--- config.mk ---
export PLATFORM = sky130hd
export DESIGN_NAME = hlva_divider
export DESIGN_NICKNAME = d
export VERILOG_FILES = /design/src/design/hlva_pkg.sv /design/src/design/hlva_divider.sv
export SDC_FILE = /design/constraint.sdc
export NUM_CORES = 1
export LEC_CHECK = 0
export ABC_AREA = 0
export BUFFER_PORTS_ARGS = -buffer_cell sky130_fd_sc_hd__clkbuf_2
export CORE_MARGIN = 10
export CORE_UTILIZATION = 45
export DETAILED_ROUTE_END_ITERATION = 8
export PLACE_DENSITY = 0.68
export SYNTH_ARGS = -nofsm -noshare
export SYNTH_HDL_FRONTEND = slang
export SYNTH_SLANG_ARGS = --single-unit
--- constraint.sdc ---
create_clock -name clock -period 2.2 [get_ports clock]
set_input_delay 0.33 -clock clock [delete_from_list [all_inputs] [get_ports clock]]
set_output_delay 0.33 -clock clock [all_outputs]
set_load 0.02 [all_outputs]
--- src/design/hlva_pkg.sv ---
// ----------------------------------------------------------------------------
// hlva_pkg: shared types and constants for the Hough line vote accumulator
// Holds the sequencer states, divider handshake structs, register codes and
// the elaboration-time sine table generator.
// ----------------------------------------------------------------------------
package hlva_pkg;

   // Default accumulator geometry
   localparam int ANGLES_DEFAULT    = 256;
   localparam int DISTANCES_DEFAULT = 256;

   // Configuration port
   localparam int PADDR_W = 3;
   localparam int PDATA_W = 32;
   localparam int REG_SEL_BIT = 2;
   localparam logic REG_IMAGE_WIDTH  = 1'b0;
   localparam logic REG_IMAGE_HEIGHT = 1'b1;
   localparam logic [15:0] IMAGE_SIZE_RESET = 16'd256;

   // Request opcodes
   localparam logic OP_VOTE = 1'b0;
   localparam logic OP_READ = 1'b1;

   // Fixed-point constants for the sine table
   localparam logic [63:0] Q30_ONE     = 64'd1073741824;
   localparam logic [63:0] HALF_PI_Q30 = 64'd1686629713;

   typedef enum logic [3:0] {
      ST_CLEAR,
      ST_IDLE,
      ST_READ,
      ST_DIV_X,
      ST_DIV_Y,
      ST_MUL_X,
      ST_MUL_Y,
      ST_SUM,
      ST_SCALE,
      ST_LOOKUP,
      ST_FLUSH
   } state_type;

   typedef struct packed {
      logic        start;
      logic [15:0] dividend;
      logic [15:0] divisor;
   } div_req_type;

   typedef struct packed {
      logic        done;
      logic [15:0] quotient;
   } div_rsp_type;

   // Taylor term divisors (2k)(2k+1)
   function automatic logic [63:0] taylor_div(input logic [63:0] t, input int k);
      logic [63:0] r;
      case (k)
         1: r = t / 64'd6;
         2: r = t / 64'd20;
         3: r = t / 64'd42;
         4: r = t / 64'd72;
         5: r = t / 64'd110;
         6: r = t / 64'd156;
         7: r = t / 64'd210;
         default: r = t;
      endcase
      return r;
   endfunction

   // sin(v*pi/2) in Q30 for v in Q30, series through the x^15 term
   function automatic logic signed [63:0] quarter_sine(input logic [63:0] v);
      logic [63:0]        x;
      logic [63:0]        x2;
      logic [63:0]        term;
      logic signed [63:0] acc;
      x    = (v * HALF_PI_Q30) >> 30;
      x2   = (x * x) >> 30;
      term = x;
      acc  = signed'(x);
      for (int k = 1; k <= 7; k++) begin
         term = taylor_div((term * x2) >> 30, k);
         if (k[0]) begin
            acc = acc - signed'(term);
         end else begin
            acc = acc + signed'(term);
         end
      end
      if (acc < 64'sd0) begin
         acc = 64'sd0;
      end
      if (acc > signed'(Q30_ONE)) begin
         acc = signed'(Q30_ONE);
      end
      return acc;
   endfunction

   // One Q1.15 table entry from the angle as a 32-bit fraction of a turn
   function automatic logic signed [15:0] sine_entry(input logic [63:0] frac);
      logic [1:0]         quad;
      logic [63:0]        u;
      logic [63:0]        v;
      logic signed [63:0] s;
      quad = frac[31:30];
      u    = {34'd0, frac[29:0]};
      v    = quad[0] ? (Q30_ONE - u) : u;
      s    = (quarter_sine(v) + 64'sd16384) >>> 15;
      if (s > 64'sd32767) begin
         s = 64'sd32767;
      end
      return quad[1] ? 16'(-s) : 16'(s);
   endfunction

endpackage

--- src/design/hlva_divider.sv ---
// ----------------------------------------------------------------------------
// hlva_divider: coordinate normalizer
// Restoring divider, one quotient bit per cycle, giving
// min(floor(dividend * 2^16 / divisor), 65535).
// ----------------------------------------------------------------------------
module hlva_divider
   import hlva_pkg::*;
(
   input  logic        clock,
   input  logic        reset,
   input  div_req_type div_req,
   output div_rsp_type div_rsp
);

   logic        busy_ff;
   logic        done_ff;
   logic [3:0]  cnt_ff;
   logic [15:0] rem_ff;
   logic [15:0] quo_ff;
   logic [15:0] den_ff;
   logic        sat_ff;
   logic [15:0] den_in;
   logic [16:0] rem_shift;
   logic        rem_ge;
   logic [16:0] rem_sub;

   // Treat a zero divisor as one
   assign den_in = (div_req.divisor == 16'd0) ? 16'd1 : div_req.divisor;

   // Shift in one bit and trial subtract
   assign rem_shift = {rem_ff, 1'b0};
   assign rem_ge    = rem_shift >= {1'b0, den_ff};
   assign rem_sub   = rem_shift - {1'b0, den_ff};

   // Control: busy window and done pulse
   always_ff @(posedge clock) begin
      if (reset) begin
         busy_ff <= 1'b0;
         done_ff <= 1'b0;
         cnt_ff  <= '0;
      end else if (div_req.start) begin
         busy_ff <= 1'b1;
         done_ff <= 1'b0;
         cnt_ff  <= '0;
      end else begin
         done_ff <= busy_ff && (cnt_ff == 4'hF);
         if (busy_ff) begin
            cnt_ff <= cnt_ff + 4'd1;
            if (cnt_ff == 4'hF) begin
               busy_ff <= 1'b0;
            end
         end
      end
   end

   // Datapath: load operands, then iterate
   always_ff @(posedge clock) begin
      if (div_req.start) begin
         rem_ff <= div_req.dividend;
         quo_ff <= '0;
         den_ff <= den_in;
         sat_ff <= div_req.dividend >= den_in;
      end else if (busy_ff) begin
         rem_ff <= rem_ge ? rem_sub[15:0] : rem_shift[15:0];
         quo_ff <= {quo_ff[14:0], rem_ge};
      end
   end

   // Saturate when the coordinate reaches the image size
   assign div_rsp.done     = done_ff;
   assign div_rsp.quotient = sat_ff ? 16'hFFFF : quo_ff;

endmodule

==> results of run 1 <==
[flip-flops by register name, indices dropped and copies added (netlist names)]
register and flops:
quo_ff 16, sat_ff 1, rem_ff 16, cnt_ff 4
busy_ff 1, den_ff 16, done_ff 1
[kinds of logic (layout without fill, tap and decap cells)]
| kind of cell | Yosys count | in the layout |
|---|---|---|
| and+or+nand+nor | 104 | 104 |
| AOI/OAI and AO/OA | 78 | 78 |
| buffers and inverters | 66 | 164 |
| DFF | 55 | 55 |
| adders and majority gates | 34 | 34 |
| muxes | 22 | 22 |
| xor gates and xnor gates | 14 | 14 |
[timing repair]
item / 4_1_cts / 5_1_grt
buffers inserted: 6 / 0
endpoints found under the setup margin: 16 / 18
pin swaps: 15 / 3
resized for setup: 25 / 15
hold endpoints to repair: 0 / 0
[cells in the mapped netlist, types with 7 or more instances]
library cell  number  area share (%)
xor2_1             7             1.7
or2_2             17             3.0
o21ai_0           11             1.5
nand2_1           15             1.6
a21oi_1           17             2.4
a21o_1             8             1.7
inv_1             34             3.6
edfxtp_1          33              28
mux2i_1           19             5.3
ha_1              33              12
xnor2_1            7             1.7
nor2_1            27             2.8
nor2b_1           10             1.7
clkbuf_1          23             2.4
dfxtp_1           22              12
[critical path, cell delays in order, from the launching register on]
cell and delay [ns]:
edfxtp_1 0.42, ha_1 0.33, ha_2 0.17, nand4_1 0.12, nor4_2 0.07, nor4_2 0.19
o21ai_1 0.17, a21oi_4 0.24, mux2_4 0.33, mux2_4 0.26
[final cells by class]
cell class,instances,area (um^2),area share [%]
clock buffer,5,68.8,1.46
clock inverter,3,22.5,0.478
inverter,34,128,2.71
multi-input combinational,252,2100,44.6
sequential,55,1430,30.4
tap,102,128,2.71
timing repair buffer,122,831,17.6
[power breakdown]
part	total [W]	internal [W]	switching [W]
Combinational	0.00198	0.00102	0.000957
Sequential	0.00132	0.00124	0.0000811
Clock	0.000610	0.000232	0.000378
Total	0.00391	0.00249	0.00142
[worst paths after layout]
kind	startpoint	end	slack [ns]	depth (start not counted)
max	rem_ff[0]	rem_ff[9]	-0.34	9
min	reset	busy_ff	0.17	2
max reg2reg	rem_ff[0]	rem_ff[9]	-0.34	9
min reg2reg	cnt_ff[3]	done_ff	0.49	2
[routing by layer]
metal	track usage (%)	share of wire, %
met4	3.72	1.3
met5	0	0
met1	19.5	46
met3	3.36	4.1
met2	26.2	49
[metrics by stage]
step	std cells	hold WS, ns	instance area [um^2]	util [%]
after floorplan	373	0.402	3620	-
after global routing	573	0.172	4710	60.9
after global placement	559	0.453	4380	56.7
final	573	0.166	4710	60.9
after CTS	573	0.168	4630	59.9
after detailed placement	559	0.471	4380	56.7
==> run_results.csv, run 1 <==
group,metric,value,unit
status,outcome,"finished with violations",
status,violations,"setup timing",
detailed_routing,wl_per_cell,15.8,um
cts,clockBufferDepth,2,
logic_synthesis,netlist_area,3590,um^2
timing,hold_violations,0,
detailed_routing,vias_per_cell,5.20,
floorplan,die_y,109,um
global_route,antenna_found_initial,0,
layout,fillCellCount,639,
logic_synthesis,synth_mux_area_share,6.35,%
cts,tritoncts,"built",
timing,slew_headroom,69.2,%
global_route,grt_max_degree,37,
placement,post-place-ws,-0.486,ns
placement,finalWeightedCongestion,0.910,
timing,rsz0062_at_grt,"true",
timing,fmax,0.394,GHz
layout,layout_commonest_cell,"buf_4",
floorplan,die_width,109,um
layout,antennaDiodeCount,0,
detailed_routing,drtIter0Drc,106,
cts,numCtsBuffers,5,
layout,area_growth,31.3,%
layout,design.final.nets,539,
timing,period_share,115,%
floorplan,row_count,32,
job,drv_cap,0,
worst_setup_path,crit_required,2.28,ns
worst_setup_path,start_kind,"flip-flop",
detailed_routing,postRouteWirelength,9.03,mm
logic_synthesis,yosys.area_share.simple,15.3,%
timing,maxSlewViolCount,0,
worst_setup_path,path_class,"flip-flop to flip-flop",
power,p_total,0.00391,W
logic_synthesis,synth_nets,442,
timing,worst_pin_slew,0.463,ns
worst_setup_path,crit_arrival,2.62,ns
cts,root_buffer,"clkbuf_8",
logic_synthesis,synth_compound_area_share,15.5,%
logic_synthesis,synth_seq_cells,55,
logic_synthesis,async_flop_share,0,%
timing,fin_tns_setup,-3.35,ns
cts,clock_sinks,55,
global_route,groute.usage.overall,15.4,%
global_route,grt_pass1_wl,14.9,mm
min_path,hold_path.class,"primary input to flip-flop",
logic_synthesis,postSynthAreaPerCell,9.62,um^2
global_route,grt_pass1_vias,3107,
floorplan,start_util,46.4,%
detailed_routing,drt_pre_antenna_iters,4,
timing,setup_ws,-0.338,ns
floorplan,coreArea,7730,um^2
power,ir_drop,0.000318,V
layout,drive_gt1_share,38.4,%
logic_synthesis,synthCells,373,
worst_setup_path,cp-end-kind,"flip-flop",
cts,hold_buffers,0,
logic_synthesis,synthAdderAreaFrac,12.1,%
logic_synthesis,synth_edf_count,33,
floorplan,die_area,11900,um^2
detailed_routing,drtAntennaViolNets,0,
cts,insertion_delay,0.32,ns
logic_synthesis,synth-seq-area-share,39.9,%
detailed_routing,vias,2980,
timing,min_period,2.54,ns
floorplan,ios,52,
placement,port_buffers,51,
placement,dp_hpwl,7.06,mm
worst_setup_path,worstPathMaxFanout,4,
logic_synthesis,synth_xor_area_share,3.42,%
cts,htree_levels,2,
timing,finalSetupViolations,16,
power,p_per_area,830,nW/um^2
logic_synthesis,yosysUniqueCellTypes,54,
layout,final_cell_mix,"66 x buf_4, 50 x clkbuf_2, 34 x inv_1, 33 x edfxtp_1",
logic_synthesis,ys.flop_type,"edfxtp_1",
power,power.leakage,2.14,nW
detailed_routing,drc,0,
global_route,overflow,0,
logic_synthesis,synth_top_family_by_area,"compound AO/OA/AOI/OAI gates",
cts,path_clk_slew,0.11,ns
logic_synthesis,ys.warnings.count,0,
timing,fin_worst_skew,0.00679,ns
Note: power is estimated with default switching activity, not from simulation.
==> run 2, diff against run 1 <==
--- a/config.mk
+++ b/config.mk
@@ -9,8 +9,10 @@
 export BUFFER_PORTS_ARGS = -buffer_cell sky130_fd_sc_hd__clkbuf_2
 export CORE_MARGIN = 10
 export CORE_UTILIZATION = 45
+export CTS_CLUSTER_DIAMETER = 40
 export DETAILED_ROUTE_END_ITERATION = 8
 export PLACE_DENSITY = 0.68
+export SKIP_LAST_GASP = 1
 export SYNTH_ARGS = -nofsm -noshare
 export SYNTH_HDL_FRONTEND = slang
 export SYNTH_SLANG_ARGS = --single-unit
==> run_results.csv, run 2 (synthesized netlist as in run 1, its figures left out) <==
group,metric,value,unit
detailed_routing,drtIter0Drc,113,
cts,clock_sinks,55,
timing,fin_tns_setup,-3.56,ns
worst_setup_path,path_cells,"ha_1 > ha_2 > nand4_1 > nor4_2 > nor4_2 > o21ai_2 > a21oi_4 > mux2_4 > mux2_4",
worst_setup_path,crit_required,2.28,ns
global_route,antenna_found_initial,0,
layout,biggestRegsByFlops,"den_ff (16), quo_ff (16), rem_ff (16)",
cts,path_clk_slew,0.11,ns
timing,rsz0062_at_grt,"true",
placement,port_buffers,51,
worst_setup_path,crit_arrival,2.66,ns
layout,design.final.nets,542,
timing,slew_headroom,68.7,%
cts,hold_buffers,0,
timing,period_share,117,%
floorplan,die_area,11900,um^2
cts,numCtsBuffers,5,
cts,root_buffer,"clkbuf_8",
floorplan,start_util,46.4,%
cts,clockBufferDepth,2,
timing,worst_pin_slew,0.470,ns
layout,postLayoutCellArea,4710,um^2
layout,area_growth,31.3,%
power,power.leakage,2.15,nW
detailed_routing,drc,0,
timing,min_period,2.57,ns
layout,antennaDiodeCount,0,
placement,dp_hpwl,7.06,mm
detailed_routing,vias,3013,
worst_setup_path,cp-end-kind,"flip-flop",
layout,stdcell_count,576,
timing,fin_worst_skew,0.00525,ns
floorplan,coreArea,7730,um^2
worst_setup_path,rr_worst_depth,9,
global_route,overflow,0,
timing,hold_violations,0,
floorplan,die_width,109,um
global_route,groute.usage.overall,15.4,%
layout,final_core_util,60.9,%
worst_setup_path,crit_path_max_incr_delay,0.42,ns
layout,regArea,1430,um^2
detailed_routing,wl_per_cell,15.9,um
status,violations,"setup timing",
placement,dp_cells,559,
min_path,hold_path.class,"primary input to flip-flop",
global_route,grt_max_degree,37,
cts,tritoncts,"built",
worst_setup_path,cp-endpoint,"rem_ff[9]",
worst_setup_path,rr_startpoint,"rem_ff[0]",
floorplan,ios,52,
layout,layout_commonest_cell,"buf_4",
detailed_routing,postRouteWirelength,9.16,mm
timing,setup_ws,-0.374,ns
cts,htree_levels,2,
cts,insertion_delay,0.32,ns
layout,drive_gt1_share,38.0,%
status,outcome,"finished with violations",
floorplan,row_count,32,
job,drv_cap,0,
worst_setup_path,path_class,"flip-flop to flip-flop",
placement,finalWeightedCongestion,0.910,
worst_setup_path,crit_start,"rem_ff[0]",
timing,finalSetupViolations,16,
timing,maxSlewViolCount,0,
worst_setup_path,cp_slowest_cell,"edfxtp_1",
power,p_per_area,842,nW/um^2
worst_setup_path,worstPathMaxFanout,4,
layout,fillCellCount,649,
floorplan,die_y,109,um
layout,multi_input_area,2090,um^2
placement,place_area,4380,um^2
global_route,grt_pass1_vias,3088,
detailed_routing,vias_per_cell,5.23,
detailed_routing,drtAntennaViolNets,0,
worst_setup_path,start_kind,"flip-flop",
worst_setup_path,reg2reg_to,"rem_ff[9]",
detailed_routing,drt_pre_antenna_iters,4,
timing,fmax,0.389,GHz
global_route,grt_pass1_wl,14.9,mm
layout,final_cell_mix,"71 x buf_4, 51 x clkbuf_2, 34 x inv_1, 33 x edfxtp_1, 27 x nor2_1",
worst_setup_path,rrSetupSlack,-0.37,ns
power,ir_drop,0.000330,V
-- run 2: power breakdown --
part / switching, W / internal (W)
logic: 0.000982 / 0.00104
clock network: 0.000378 / 0.000232
registers: 0.0000831 / 0.00124
-- run 2: layer usage --
layer | up-vias | wire length [um] | GRT usage, %
met1 | 1426 | 4250 | 19.5
met2 | 57 | 4430 | 26.3
met3 | 10 | 368 | 3.30
met5 | - | 0 | 0
met4 | 0 | 108 | 3.35
li1 | 1520 | - | -
-- run 2: stage by stage --
stage                     hold WS (ns)  setup slack (ns)  power (W)
after global routing             0.172            -0.427    0.00419
final                            0.167            -0.374    0.00396
after floorplan                  0.402            -0.137    0.00241
after CTS                        0.168            -0.305    0.00383
after detailed placement         0.471            -0.486    0.00310
after global placement           0.453            -0.362    0.00306
-- run 2: layout make-up --
cell class | count | area share (%)
Multi-Input combinational cell | 252 | 44.4
Tap cell | 102 | 2.71
Sequential cell | 55 | 30.4
Clock inverter | 3 | 0.478
Inverter | 34 | 2.71
Timing Repair Buffer | 125 | 17.8
Clock buffer | 5 | 1.46
-- run 2: worst min path at each step --
stage,end,depth (start not counted),startpoint
2_1_floorplan,busy_ff,1,reset
3_3_place_gp,done_ff,2,cnt_ff[3]
3_5_place_dp,done_ff,2,cnt_ff[3]
4_1_cts,busy_ff,2,reset
5_1_grt,busy_ff,2,reset
6_report,busy_ff,2,reset
-- run 2: repair_timing --
item                                    in CTS  in global routing
gates resized for setup                     21                 14
cloned                                       0                  0
endpoints found under the setup margin      16                 18
hold endpoints to repair                     0                  0
setup buffers                                6                  3
pin swaps                                   13                  2
-- run 2: worst max-delay path, delay by kind of cell, from the launching register on --
| family | cells | cell delay (ns) |
|---|---|---|
| compound gates | 2 | 0.36 |
| flops | 1 | 0.42 |
| fa+ha+maj | 2 | 0.52 |
| simple gates | 3 | 0.44 |
| mux | 2 | 0.59 |
